## src/rtl/core/fqr_pkg.sv

```systemverilog
package fqr_pkg;

    localparam int DEPTH_DEFAULT        = 16;
    localparam int HANDLE_WIDTH_DEFAULT = 16;

    // Fixed widths of the channel fields.
    localparam int OP_W         = 2;
    localparam int HANDLE_IO_W  = 16;
    localparam int STATUS_W     = 2;

    typedef enum logic [OP_W-1:0] {
        OP_ENQUEUE = 2'd0,
        OP_DEQUEUE = 2'd1,
        OP_REMOVE  = 2'd2
    } op_t;

    typedef enum logic [STATUS_W-1:0] {
        ST_OK        = 2'd0,
        ST_EMPTY     = 2'd1,
        ST_NOT_FOUND = 2'd2,
        ST_FULL      = 2'd3
    } status_t;

    // Command broadcast to every cell of the chain for one accepted beat.
    typedef struct packed {
        logic enq;
        logic deq;
        logic rem;
    } cell_cmd_t;

endpackage

```

## src/rtl/core/fqr_in_if.sv

```systemverilog
interface fqr_in_if;
    import fqr_pkg::*;

    logic                   valid;
    logic                   ready;
    logic [OP_W-1:0]        op;
    logic [HANDLE_IO_W-1:0] handle;

    modport source (output valid, output op, output handle, input ready);
    modport sink   (input valid, input op, input handle, output ready);
endinterface

```

## src/rtl/core/fqr_out_if.sv

```systemverilog
interface fqr_out_if;
    import fqr_pkg::*;

    logic                   valid;
    logic                   ready;
    logic [HANDLE_IO_W-1:0] handle_out;
    logic [STATUS_W-1:0]    status;
    logic                   now_empty;

    modport source (output valid, output handle_out, output status, output now_empty,
                    input ready);
    modport sink   (input valid, input handle_out, input status, input now_empty,
                    output ready);
endinterface

```

## src/rtl/core/fqr_cell.sv

```systemverilog
module fqr_cell #(
    parameter int HANDLE_WIDTH = fqr_pkg::HANDLE_WIDTH_DEFAULT
) (
    input  logic                    clk,
    input  logic                    rst_n,
    input  fqr_pkg::cell_cmd_t      cmd,
    input  logic [HANDLE_WIDTH-1:0] key,
    input  logic                    prev_valid,
    input  logic                    next_valid,
    input  logic [HANDLE_WIDTH-1:0] next_data,
    input  logic                    hit_in,
    output logic                    hit_out,
    output logic                    valid,
    output logic [HANDLE_WIDTH-1:0] data
);
    import fqr_pkg::*;

    logic                    valid_reg;
    logic                    valid_next;
    logic [HANDLE_WIDTH-1:0] data_reg;
    logic [HANDLE_WIDTH-1:0] data_next;
    logic                    match;

    assign match   = valid_reg && (data_reg == key);
    // Once the first match toward the head is seen, this cell and all cells
    // behind it pull from their tail-side neighbor to close the gap.
    assign hit_out = hit_in || match;

    always_comb
    begin
        valid_next = valid_reg;
        data_next  = data_reg;
        if (cmd.enq && !valid_reg && prev_valid)
        begin
            valid_next = 1'b1;
            data_next  = key;
        end
        else if (cmd.deq || (cmd.rem && hit_out))
        begin
            valid_next = next_valid;
            data_next  = next_data;
        end
    end

    always_ff @(posedge clk or negedge rst_n)
    begin
        if (!rst_n)
        begin
            valid_reg <= 1'b0;
        end
        else
        begin
            valid_reg <= valid_next;
        end
    end

    always_ff @(posedge clk)
    begin
        data_reg <= data_next;
    end

    assign valid = valid_reg;
    assign data  = data_reg;

endmodule

```

## src/rtl/core/fifo_queue_with_removal_unit.sv

```systemverilog
// Bounded first-in first-out queue of handles with delete by key.
// The cmd channel carries one operation per beat: op enqueue appends handle at
// the tail, op dequeue takes the head, op remove deletes the entry nearest the
// head that equals handle and closes the gap. Each cmd beat yields exactly one
// rsp beat with handle_out (dequeued handle, else zero), status (ok, empty,
// not found, full) and now_empty.
// The queue is a row of DEPTH cells, each holding one handle and a valid bit;
// all cells compare against the key in parallel and shift toward the head in
// the same cycle, so each operation updates the cells as its cmd beat is taken.
// Each rsp beat appears in the cycle after its cmd beat is accepted; a new cmd
// beat is taken in every cycle in which the rsp register is empty or being
// drained, giving one operation per cycle. When the receiver stalls, the rsp
// beat holds and cmd ready drops until it is taken.
// Reset clears all valid bits (empty queue) and the rsp valid bit; handle
// storage and the rsp fields are not reset.
module fifo_queue_with_removal_unit #(
    parameter int DEPTH        = fqr_pkg::DEPTH_DEFAULT,
    parameter int HANDLE_WIDTH = fqr_pkg::HANDLE_WIDTH_DEFAULT
) (
    input  logic       clk,
    input  logic       rst_n,
    fqr_in_if.sink     cmd,
    fqr_out_if.source  rsp
);
    import fqr_pkg::*;

    logic                    accept;
    cell_cmd_t               cell_cmd;
    logic [HANDLE_WIDTH-1:0] key;
    logic [DEPTH-1:0]        cell_valid;
    logic [HANDLE_WIDTH-1:0] cell_data [DEPTH];
    logic [DEPTH-1:0]        cell_hit;
    logic [HANDLE_IO_W-1:0]  head_handle;

    logic                    rsp_valid_reg;
    logic                    rsp_valid_next;
    logic [HANDLE_IO_W-1:0]  handle_out_reg;
    logic [HANDLE_IO_W-1:0]  handle_out_next;
    status_t                 status_reg;
    status_t                 status_next;
    logic                    now_empty_reg;
    logic                    now_empty_next;

    assign cmd.ready = !rsp_valid_reg || rsp.ready;
    assign accept    = cmd.valid && cmd.ready;

    generate
        if (HANDLE_WIDTH > HANDLE_IO_W)
        begin : g_wide
            assign key         = {{(HANDLE_WIDTH-HANDLE_IO_W){1'b0}}, cmd.handle};
            assign head_handle = cell_data[0][HANDLE_IO_W-1:0];
        end
        else if (HANDLE_WIDTH == HANDLE_IO_W)
        begin : g_same
            assign key         = cmd.handle;
            assign head_handle = cell_data[0];
        end
        else
        begin : g_narrow
            assign key         = cmd.handle[HANDLE_WIDTH-1:0];
            assign head_handle = {{(HANDLE_IO_W-HANDLE_WIDTH){1'b0}}, cell_data[0]};
        end
    endgenerate

    always_comb
    begin
        cell_cmd     = '0;
        if (accept)
        begin
            unique case (cmd.op)
                OP_ENQUEUE: cell_cmd.enq = 1'b1;
                OP_DEQUEUE: cell_cmd.deq = 1'b1;
                OP_REMOVE:  cell_cmd.rem = 1'b1;
                default:    cell_cmd     = '0;
            endcase
        end
    end

    generate
        for (genvar i = 0; i < DEPTH; i++)
        begin : g_cell
            logic                    prev_valid;
            logic                    next_valid;
            logic [HANDLE_WIDTH-1:0] next_data;
            logic                    hit_in;

            if (i == 0)
            begin : g_head
                assign prev_valid = 1'b1;
                assign hit_in     = 1'b0;
            end
            else
            begin : g_body
                assign prev_valid = cell_valid[i-1];
                assign hit_in     = cell_hit[i-1];
            end

            if (i == DEPTH - 1)
            begin : g_tail
                assign next_valid = 1'b0;
                assign next_data  = '0;
            end
            else
            begin : g_inner
                assign next_valid = cell_valid[i+1];
                assign next_data  = cell_data[i+1];
            end

            fqr_cell #(
                .HANDLE_WIDTH (HANDLE_WIDTH)
            ) u_cell (
                .clk        (clk),
                .rst_n      (rst_n),
                .cmd        (cell_cmd),
                .key        (key),
                .prev_valid (prev_valid),
                .next_valid (next_valid),
                .next_data  (next_data),
                .hit_in     (hit_in),
                .hit_out    (cell_hit[i]),
                .valid      (cell_valid[i]),
                .data       (cell_data[i])
            );
        end
    endgenerate

    always_comb
    begin
        rsp_valid_next  = rsp_valid_reg;
        handle_out_next = handle_out_reg;
        status_next     = status_reg;
        now_empty_next  = now_empty_reg;
        if (rsp.ready)
        begin
            rsp_valid_next = 1'b0;
        end
        if (accept)
        begin
            rsp_valid_next  = 1'b1;
            handle_out_next = '0;
            status_next     = ST_OK;
            now_empty_next  = !cell_valid[0];
            case (cmd.op)
                OP_ENQUEUE:
                begin
                    if (cell_valid[DEPTH-1])
                    begin
                        status_next = ST_FULL;
                    end
                    now_empty_next = 1'b0;
                end
                OP_DEQUEUE:
                begin
                    if (!cell_valid[0])
                    begin
                        status_next = ST_EMPTY;
                    end
                    else
                    begin
                        handle_out_next = head_handle;
                        now_empty_next  = !cell_valid[1];
                    end
                end
                OP_REMOVE:
                begin
                    if (cell_hit[DEPTH-1])
                    begin
                        now_empty_next = !cell_valid[1];
                    end
                    else
                    begin
                        status_next = ST_NOT_FOUND;
                    end
                end
                default:
                begin
                    status_next = ST_OK;
                end
            endcase
        end
    end

    always_ff @(posedge clk or negedge rst_n)
    begin
        if (!rst_n)
        begin
            rsp_valid_reg <= 1'b0;
        end
        else
        begin
            rsp_valid_reg <= rsp_valid_next;
        end
    end

    always_ff @(posedge clk)
    begin
        handle_out_reg <= handle_out_next;
        status_reg     <= status_next;
        now_empty_reg  <= now_empty_next;
    end

    assign rsp.valid      = rsp_valid_reg;
    assign rsp.handle_out = handle_out_reg;
    assign rsp.status     = status_reg;
    assign rsp.now_empty  = now_empty_reg;

    // Occupied cells always form an unbroken run starting at the head.
    a_contiguous: assert property (@(posedge clk) disable iff (!rst_n)
        (({1'b0, cell_valid} + {{DEPTH{1'b0}}, 1'b1}) & {1'b0, cell_valid}) == '0)
        else $error("queue cells are not contiguous from the head");

    a_rsp_follows: assert property (@(posedge clk) disable iff (!rst_n)
        accept |=> rsp.valid)
        else $error("accepted beat produced no response");

    a_full_flag: assert property (@(posedge clk) disable iff (!rst_n)
        accept && (cmd.op == OP_ENQUEUE) && cell_valid[DEPTH-1]
        |=> (rsp.status == ST_FULL) && $stable(cell_valid))
        else $error("enqueue on a full queue was not rejected");

    a_empty_deq: assert property (@(posedge clk) disable iff (!rst_n)
        accept && (cmd.op == OP_DEQUEUE) && !cell_valid[0]
        |=> (rsp.status == ST_EMPTY) && rsp.now_empty && (rsp.handle_out == '0))
        else $error("dequeue on an empty queue reported wrongly");

    a_remove_shrinks: assert property (@(posedge clk) disable iff (!rst_n)
        accept && (cmd.op == OP_REMOVE) && cell_hit[DEPTH-1]
        |=> $countones(cell_valid) + 1 == $countones($past(cell_valid)))
        else $error("successful remove did not drop exactly one entry");

endmodule

```

## src/flat_wrapper.sv

```systemverilog
// flat-port wrapper written by rule: the top's interface ports become plain ports
module fifo_queue_with_removal_unit_flat import fqr_pkg::*;
#(
    parameter int DEPTH        = fqr_pkg::DEPTH_DEFAULT,
    parameter int HANDLE_WIDTH = fqr_pkg::HANDLE_WIDTH_DEFAULT
)
  (clk, rst_n, cmd_valid, cmd_op, cmd_handle, cmd_ready, rsp_valid, rsp_handle_out, rsp_status, rsp_now_empty, rsp_ready);
  fqr_in_if cmd_i ();
  fqr_out_if rsp_i ();
  input  logic clk;
  input  logic rst_n;
  input wire logic [$bits(cmd_i.valid)-1:0] cmd_valid;
  input wire logic [$bits(cmd_i.op)-1:0] cmd_op;
  input wire logic [$bits(cmd_i.handle)-1:0] cmd_handle;
  output wire logic [$bits(cmd_i.ready)-1:0] cmd_ready;
  output wire logic [$bits(rsp_i.valid)-1:0] rsp_valid;
  output wire logic [$bits(rsp_i.handle_out)-1:0] rsp_handle_out;
  output wire logic [$bits(rsp_i.status)-1:0] rsp_status;
  output wire logic [$bits(rsp_i.now_empty)-1:0] rsp_now_empty;
  input wire logic [$bits(rsp_i.ready)-1:0] rsp_ready;
  assign cmd_i.valid = cmd_valid;
  assign cmd_i.op = cmd_op;
  assign cmd_i.handle = cmd_handle;
  assign cmd_ready = cmd_i.ready;
  assign rsp_valid = rsp_i.valid;
  assign rsp_handle_out = rsp_i.handle_out;
  assign rsp_status = rsp_i.status;
  assign rsp_now_empty = rsp_i.now_empty;
  assign rsp_i.ready = rsp_ready;
  fifo_queue_with_removal_unit #(.DEPTH(DEPTH), .HANDLE_WIDTH(HANDLE_WIDTH)) u_core (.clk(clk), .rst_n(rst_n), .cmd(cmd_i), .rsp(rsp_i));
endmodule
```

## config.mk

```make
export PLATFORM = sky130hd
export DESIGN_NAME = fifo_queue_with_removal_unit_flat
export DESIGN_NICKNAME = d
export VERILOG_FILES = /design/src/rtl/core/fqr_pkg.sv /design/src/rtl/core/fqr_in_if.sv /design/src/rtl/core/fqr_out_if.sv /design/src/rtl/core/fqr_cell.sv /design/src/rtl/core/fifo_queue_with_removal_unit.sv /design/src/flat_wrapper.sv
export SDC_FILE = /design/constraint.sdc
export NUM_CORES = 1
export LEC_CHECK = 0
export ABC_AREA = 1
export BUFFER_PORTS_ARGS = -buffer_cell sky130_fd_sc_hd__buf_2
export CAP_MARGIN = 5
export CORE_MARGIN = 2
export CORE_UTILIZATION = 65
export CTS_BUF_LIST = sky130_fd_sc_hd__clkbuf_4
export CTS_CLUSTER_SIZE = 8
export DETAILED_ROUTE_END_ITERATION = 10
export HOLD_SLACK_MARGIN = 0.03
export PLACE_DENSITY = 0.9
export SKIP_LAST_GASP = 1
export SLEW_MARGIN = 20
export SYNTH_ARGS = -nofsm -noshare
export SYNTH_HDL_FRONTEND = slang
export SYNTH_SLANG_ARGS = --single-unit
```

## constraint.sdc

```tcl
create_clock -name clk -period 4.8 [get_ports clk]
set_input_delay 0 -clock clk [delete_from_list [all_inputs] [get_ports clk]]
set_output_delay 0 -clock clk [all_outputs]
set_load 0.02 [all_outputs]
```

* Word-level counts from Yosys, hierarchy flattened
Cells that the tools add are included.
** Operators by class
- Equal/unequal tests :: 18
- Mux-type cells :: 77
- Reductions and logical operators :: 132
** Operator list (count)
- two-way mux 16 bit :: 32
- == test 16 bit :: 16
- logical AND 1 bit :: 64
- two-way mux 1 bit :: 40
- nonzero test 2 bit :: 17
- logical OR 1 bit :: 32
- zero test 1 bit :: 17
- one-hot mux 2 bit (3 select lines) :: 1
- two-way mux 2 bit :: 2
- two-way mux 3 bit :: 1
- one-hot mux 1 bit (3 select lines) :: 1
- == test 2 x 1 -> 1 bit (second input constant) :: 1
- == test 2 bit (second input constant) :: 1
- zero test 2 bit :: 1
- AND reduction 2 bit :: 1
** Word-level totals
- Output and inout port bits :: 21
- Bits of input ports :: 22
- Bits in registers :: 292
- Logic and storage cells :: 263

* Logic depth before layout (Yosys ltp)
- Depth after elaboration :: 21
- Mapped depth :: 21
- Depth with buffers taken out :: 19

* Hierarchy
From an unflattened synthesis, not the netlist that was laid out.
** Second synthesis, totals
- Cells, all modules :: 2384
- Area total of the unflattened synthesis :: 17474.3 µm²
** By module, submodules not included
- fqr_cell :: times used 16, area an instance 1037.2 µm², cells an instance 144, seq. area each 505.5 µm²
- fifo_queue_with_removal_unit :: times used 1, area an instance 878.3 µm², cells an instance 80, seq. area each 595.6 µm²

* Worst setup path before layout
Ideal clock, no wire load.
- Kind :: register to register
- From :: register u_core.rsp_valid_reg, in the netlist u_core.rsp.valid
- To :: register u_core.g_cell[4].u_cell.valid_reg
- Clock period less this slack :: 2.992 ns
- Data required time :: 4.676 ns
- Data arrival time :: 2.868 ns
- Cell stages (with the launch flop) :: 12
- Path buffers :: 1
- Slack :: 1.808 ns
- Library setup time :: 0.124 ns
- Path through :: dfrtp_1 nand2_1 nand2_1 inv_2 nand2_2 buf_2 nor3_2 clkinv_1 o211ai_1 nand3_1 o21ai_0 inv_1
** On the way
- Cells in the longest elaborated chain, start to end :: 7
- Elaborated cells on any way between the ends :: 10
- Classes of those cells :: 2 x mux; 8 x reduce/logical
** Ends and longest elaborated chain
- start: declaration :: RTL line fifo_queue_with_removal_unit.sv:35 : logic rsp_valid_reg;
- start signal: assignment :: RTL line fifo_queue_with_removal_unit.sv:191 : rsp_valid_reg <= rsp_valid_next;
- zero test 1 bit (*) :: RTL line fifo_queue_with_removal_unit.sv:44 : assign cmd.ready = !rsp_valid_reg || rsp.ready;
- logical OR 1 bit (*) :: RTL line fifo_queue_with_removal_unit.sv:44
- net cmd_ready :: RTL line flat_wrapper.sv:15 : output wire logic [$bits(cmd_i.ready)-1:0] cmd_ready;
- logical AND 1 bit (*) :: RTL line fifo_queue_with_removal_unit.sv:45 : assign accept = cmd.valid && cmd.ready;
- net u_core.accept :: RTL line fifo_queue_with_removal_unit.sv:27 : logic accept;
- two-way mux 3 bit (*) :: RTL line fifo_queue_with_removal_unit.sv:68 : if (accept)
- logical AND 1 bit (on tied branches) :: RTL line fqr_cell.sv:33, fqr_cell.sv:38
- logical AND 1 bit or logical OR 1 bit (tied branches) :: RTL line fqr_cell.sv:33, fqr_cell.sv:38
- two-way mux 1 bit or nonzero test 2 bit (tied branches)
- end signal: assignment :: RTL line fqr_cell.sv:53 : valid_reg <= valid_next;
- end: declaration :: RTL line fqr_cell.sv:18 : logic valid_reg;
The timed path passes the listed nets; every way through them passes the cells marked *.
A chain may end at the register's enable or synchronous reset.

* Worst setup path after layout
- From :: register u_core.rsp_valid_reg, in the netlist u_core.rsp.valid
- To :: register u_core.g_cell[8].u_cell.valid_reg
** On the way
- Cells in the longest elaborated chain, start to end :: 7
- Elaborated cells on any way between the ends :: 10
- Classes of those cells :: 2 x mux; 8 x reduce/logical
** Ends and longest elaborated chain (RTL line)
- zero test 1 bit (*) :: fifo_queue_with_removal_unit.sv:44
- logical OR 1 bit (*) :: fifo_queue_with_removal_unit.sv:44
- logical AND 1 bit (*) :: fifo_queue_with_removal_unit.sv:45
- net u_core.accept :: fifo_queue_with_removal_unit.sv:27
- two-way mux 3 bit (*) :: fifo_queue_with_removal_unit.sv:68
- logical AND 1 bit (on tied branches) :: fqr_cell.sv:33, fqr_cell.sv:38
- logical AND 1 bit or logical OR 1 bit (tied branches) :: fqr_cell.sv:33, fqr_cell.sv:38
- two-way mux 1 bit or nonzero test 2 bit (tied branches)
- end signal: assignment :: fqr_cell.sv:53
- end: declaration :: fqr_cell.sv:18
Marks and branches as above.

==> flow_metrics.env <==
export IMPL_grt_util_met3=0.106
export IMPL_cts_resized=0
export IMPL_run_status="completed"
export IMPL_clock_skew_ns=0.0638
export IMPL_drive_gt1_frac=0.113
export IMPL_synth_fp_nets=2281
export IMPL_min_delay_path_class="in -> reg"
export IMPL_wl_per_cell_um=21.7
export IMPL_seq_power_share=0.485
export IMPL_syn_area_per_cell_um2=7.89
export IMPL_endpoint_kind="flop"
export IMPL_fmaxAchievable_mhz=260
export IMPL_first_global_vias=16300
export IMPL_dieArea_um2=28800
export IMPL_io_pins=43
export IMPL_place_gp_congestion=1.02
export IMPL_synth_edf_count=275
export IMPL_grt_use_met2=0.637
export IMPL_port_buffers=42
export IMPL_synth_common_cells="nand2_1 (655), o21ai_0 (301), edfxtp_1 (275), nor2_1 (244), inv_1 (227)"
export IMPL_syn_inst=2259
export IMPL_met1_usage=0.536
export IMPL_fp_dieW_um=170
export IMPL_syn_area_um2=17800
export IMPL_drc=0
export IMPL_nets=2358
export IMPL_grt_usage=0.415
export IMPL_cts_root_buf="clkbuf_4"
export IMPL_setup_tns_ns=0
export IMPL_p_per_area_nw_per_um2=345
export IMPL_fin_area_um2=19500
export IMPL_fill_cells=2187
export IMPL_async_flop_share=0.0582
export IMPL_power_switching_uw=2130
export IMPL_slew_headroom=0.334
export IMPL_p_int_uw=4590
export IMPL_setup_viol=0
export IMPL_worst_setup_path_type="reg -> reg"
export IMPL_power_leakage_uw=0.00835
export IMPL_cts_inserted_buffers=78
export IMPL_start_kind="flop"
export IMPL_peakVddDrop_mv=0.217
export IMPL_multi_input_area_um2=7660
export IMPL_swShare=0.317
export IMPL_cts_tree="done"
export IMPL_synth_seq_area_share=0.487
export IMPL_h_tree_depth=3
export IMPL_die_h_um=170
export IMPL_largest_register_ffs=256
export IMPL_postRouteAntennaNets=0
export IMPL_clk_latency_ns=0.73
export IMPL_path_max_fanout=20
export IMPL_antenna_found_initial=2
export IMPL_grt_busiest_layer="met2"
export IMPL_yosys_cell_count_top_type="nand2_1"
export IMPL_first_pass_iters=6
export IMPL_dp_hpwl_mm=40.2
export IMPL_cp_data_required_time_ns=5.36
export IMPL_area_growth_syn_to_layout_pct=9.42
export IMPL_synth_area_leader_cell="edfxtp_1"
export IMPL_grt_pass1_wl_mm=89.7
export IMPL_maxCapViolCount=0
export IMPL_cts_sinks=292
export IMPL_power_share_clock=0.335
export IMPL_yosysWarnings=0
export IMPL_layout_area_seq_um2=8680
export IMPL_first_iter_violations=2810
export IMPL_grt_overflow_total=0
export IMPL_hold_violations=0
export IMPL_clk_pin_slew_worst_paths_ns=0.06
export IMPL_core_um2=27000
export IMPL_synth_top_area_share=0.463
export IMPL_wirelength_mm=59.3
export IMPL_synth_cell_type_count=49
export IMPL_grt_max_degree=44
export IMPL_start_util=0.661
export IMPL_synthTopCellsByArea="edfxtp_1 (46%), nand2_1 (14%), o21ai_0 (8.5%)"
export IMPL_synth_flop_cell="edfxtp_1"
export IMPL_critPathArrivalTime_ns=4.40
export IMPL_slew_violations=0
export IMPL_viasPerCell=6.23
export IMPL_clockBufferDepth=3
export IMPL_rows=60
export IMPL_tightest_slew_ns=0.996
export IMPL_final_period_utilization=0.800
export IMPL_grt_setup_unrepaired="false"
export IMPL_period_minus_slack_ns=3.84
export IMPL_dpl_cell_area_um2=18300
export IMPL_ys_seq_elements=292
export IMPL_combPwrFrac=0.179
export IMPL_num_vias=17100
metrics by stage:
stage | worst slack [ns] | utilization | hold WS [ns] | total power (uW) | cells
finish | 0.960 | 0.724 | 0.0980 | 6730 | 2737
global route | 0.625 | 0.723 | 0.0780 | 6970 | 2735
CTS | 1.09 | 0.723 | 0.0547 | 6660 | 2733
detailed placement | 1.12 | 0.677 | 0.0211 | 4430 | 2573
global placement | 1.20 | 0.677 | 0.0109 | 4400 | 2573
floorplan | 1.81 | - | -0.296 | 4020 | 2259
placed cells by master (no fill, tap or decap), types with 6 or more instances in the layout:
cell type and n:
clkbuf_4 113, edfxtp_1 275, nand3b_1 7, dfrtp_1 17
clkinv_1 27, or2_2 16, dlygate4sd3_1 23, o22ai_1 12
nand4_1 60, o211ai_1 6, nor2_1 244, inv_1 227
nand2_1 655, nor3b_1 8, nor3_2 10, nand3_1 60
a2111oi_0 10, xor2_1 44, xnor2_1 27, nor3_1 48
o21ai_0 301, nor4_1 30, inv_2 14, o2111ai_1 13
buf_4 46, buf_2 42, a21oi_1 12
critical path: stages, from the launching register on:
cell      delay, ns
dfrtp_1        0.38
nand2_1        0.10
nand2_1        0.13
inv_2          0.36
nand2_2        0.47
nor3_2         0.82
clkinv_1       0.67
o211ai_1       0.28
buf_4          0.28
nand3_1        0.09
o21ai_0        0.08
inv_1          0.06
power by group through the flow:
stage / Combinational [uW] / Sequential (uW) / Clock, uW
finish: 1210 / 3270 / 2260
global route: 1320 / 3280 / 2370
CTS: 1160 / 3250 / 2250
detailed placement: 1130 / 3300 / 0
global placement: 1100 / 3300 / 0
floorplan: 790 / 3230 / 0
kinds of logic after synthesis:
group                  share of synthesized area
AO/OA/AOI/OAI                              0.111
XOR/XNOR                                  0.0358
buffers and inverters                     0.0838
flip-flops                                 0.487
AND/OR/NAND/NOR                            0.282
metal layers:
| layer | up-vias | routed length (um) |
|---|---|---|
| li1 | 7761 | - |
| met1 | 7668 | 21700 |
| met2 | 1346 | 25900 |
| met3 | 289 | 7940 |
| met4 | 0 | 3810 |
| met5 | - | 0 |
area by class of cell:
class                   instances  share of cell area
flip-flops and latches        292               0.445
multi-input cells            1604               0.393
inverters                     248              0.0477
clock buffers                 113              0.0435
repair buffers                112              0.0413
well taps                     341              0.0219
clock inverters                23             0.00719
diodes                          4            0.000513
repair_timing:
action / 4_1_cts / 5_1_grt
setup buffers: 0 / 0
hold buffers: 24 / 0
endpoints found under the hold margin: 112 / 0
worst paths after layout:
check	start	endpoint	slack [ns]	depth (start not counted)
max	u_core.rsp.valid	u_core.g_cell[8].u_cell.valid	0.96	11
min	cmd_handle[4]	u_core.g_cell[1].u_cell.data[4]	0.1	3
max reg2reg	u_core.rsp.valid	u_core.g_cell[8].u_cell.valid	0.96	11
min reg2reg	u_core.g_cell[5].u_cell.data[10]	u_core.g_cell[4].u_cell.data[10]	0.56	2
max in group asynchronous	rst_n	u_core.g_cell[8].u_cell.valid	4.25	4
min in group asynchronous	rst_n	u_core.g_cell[4].u_cell.valid	0.35	4
(Power assumes the default switching activity.)
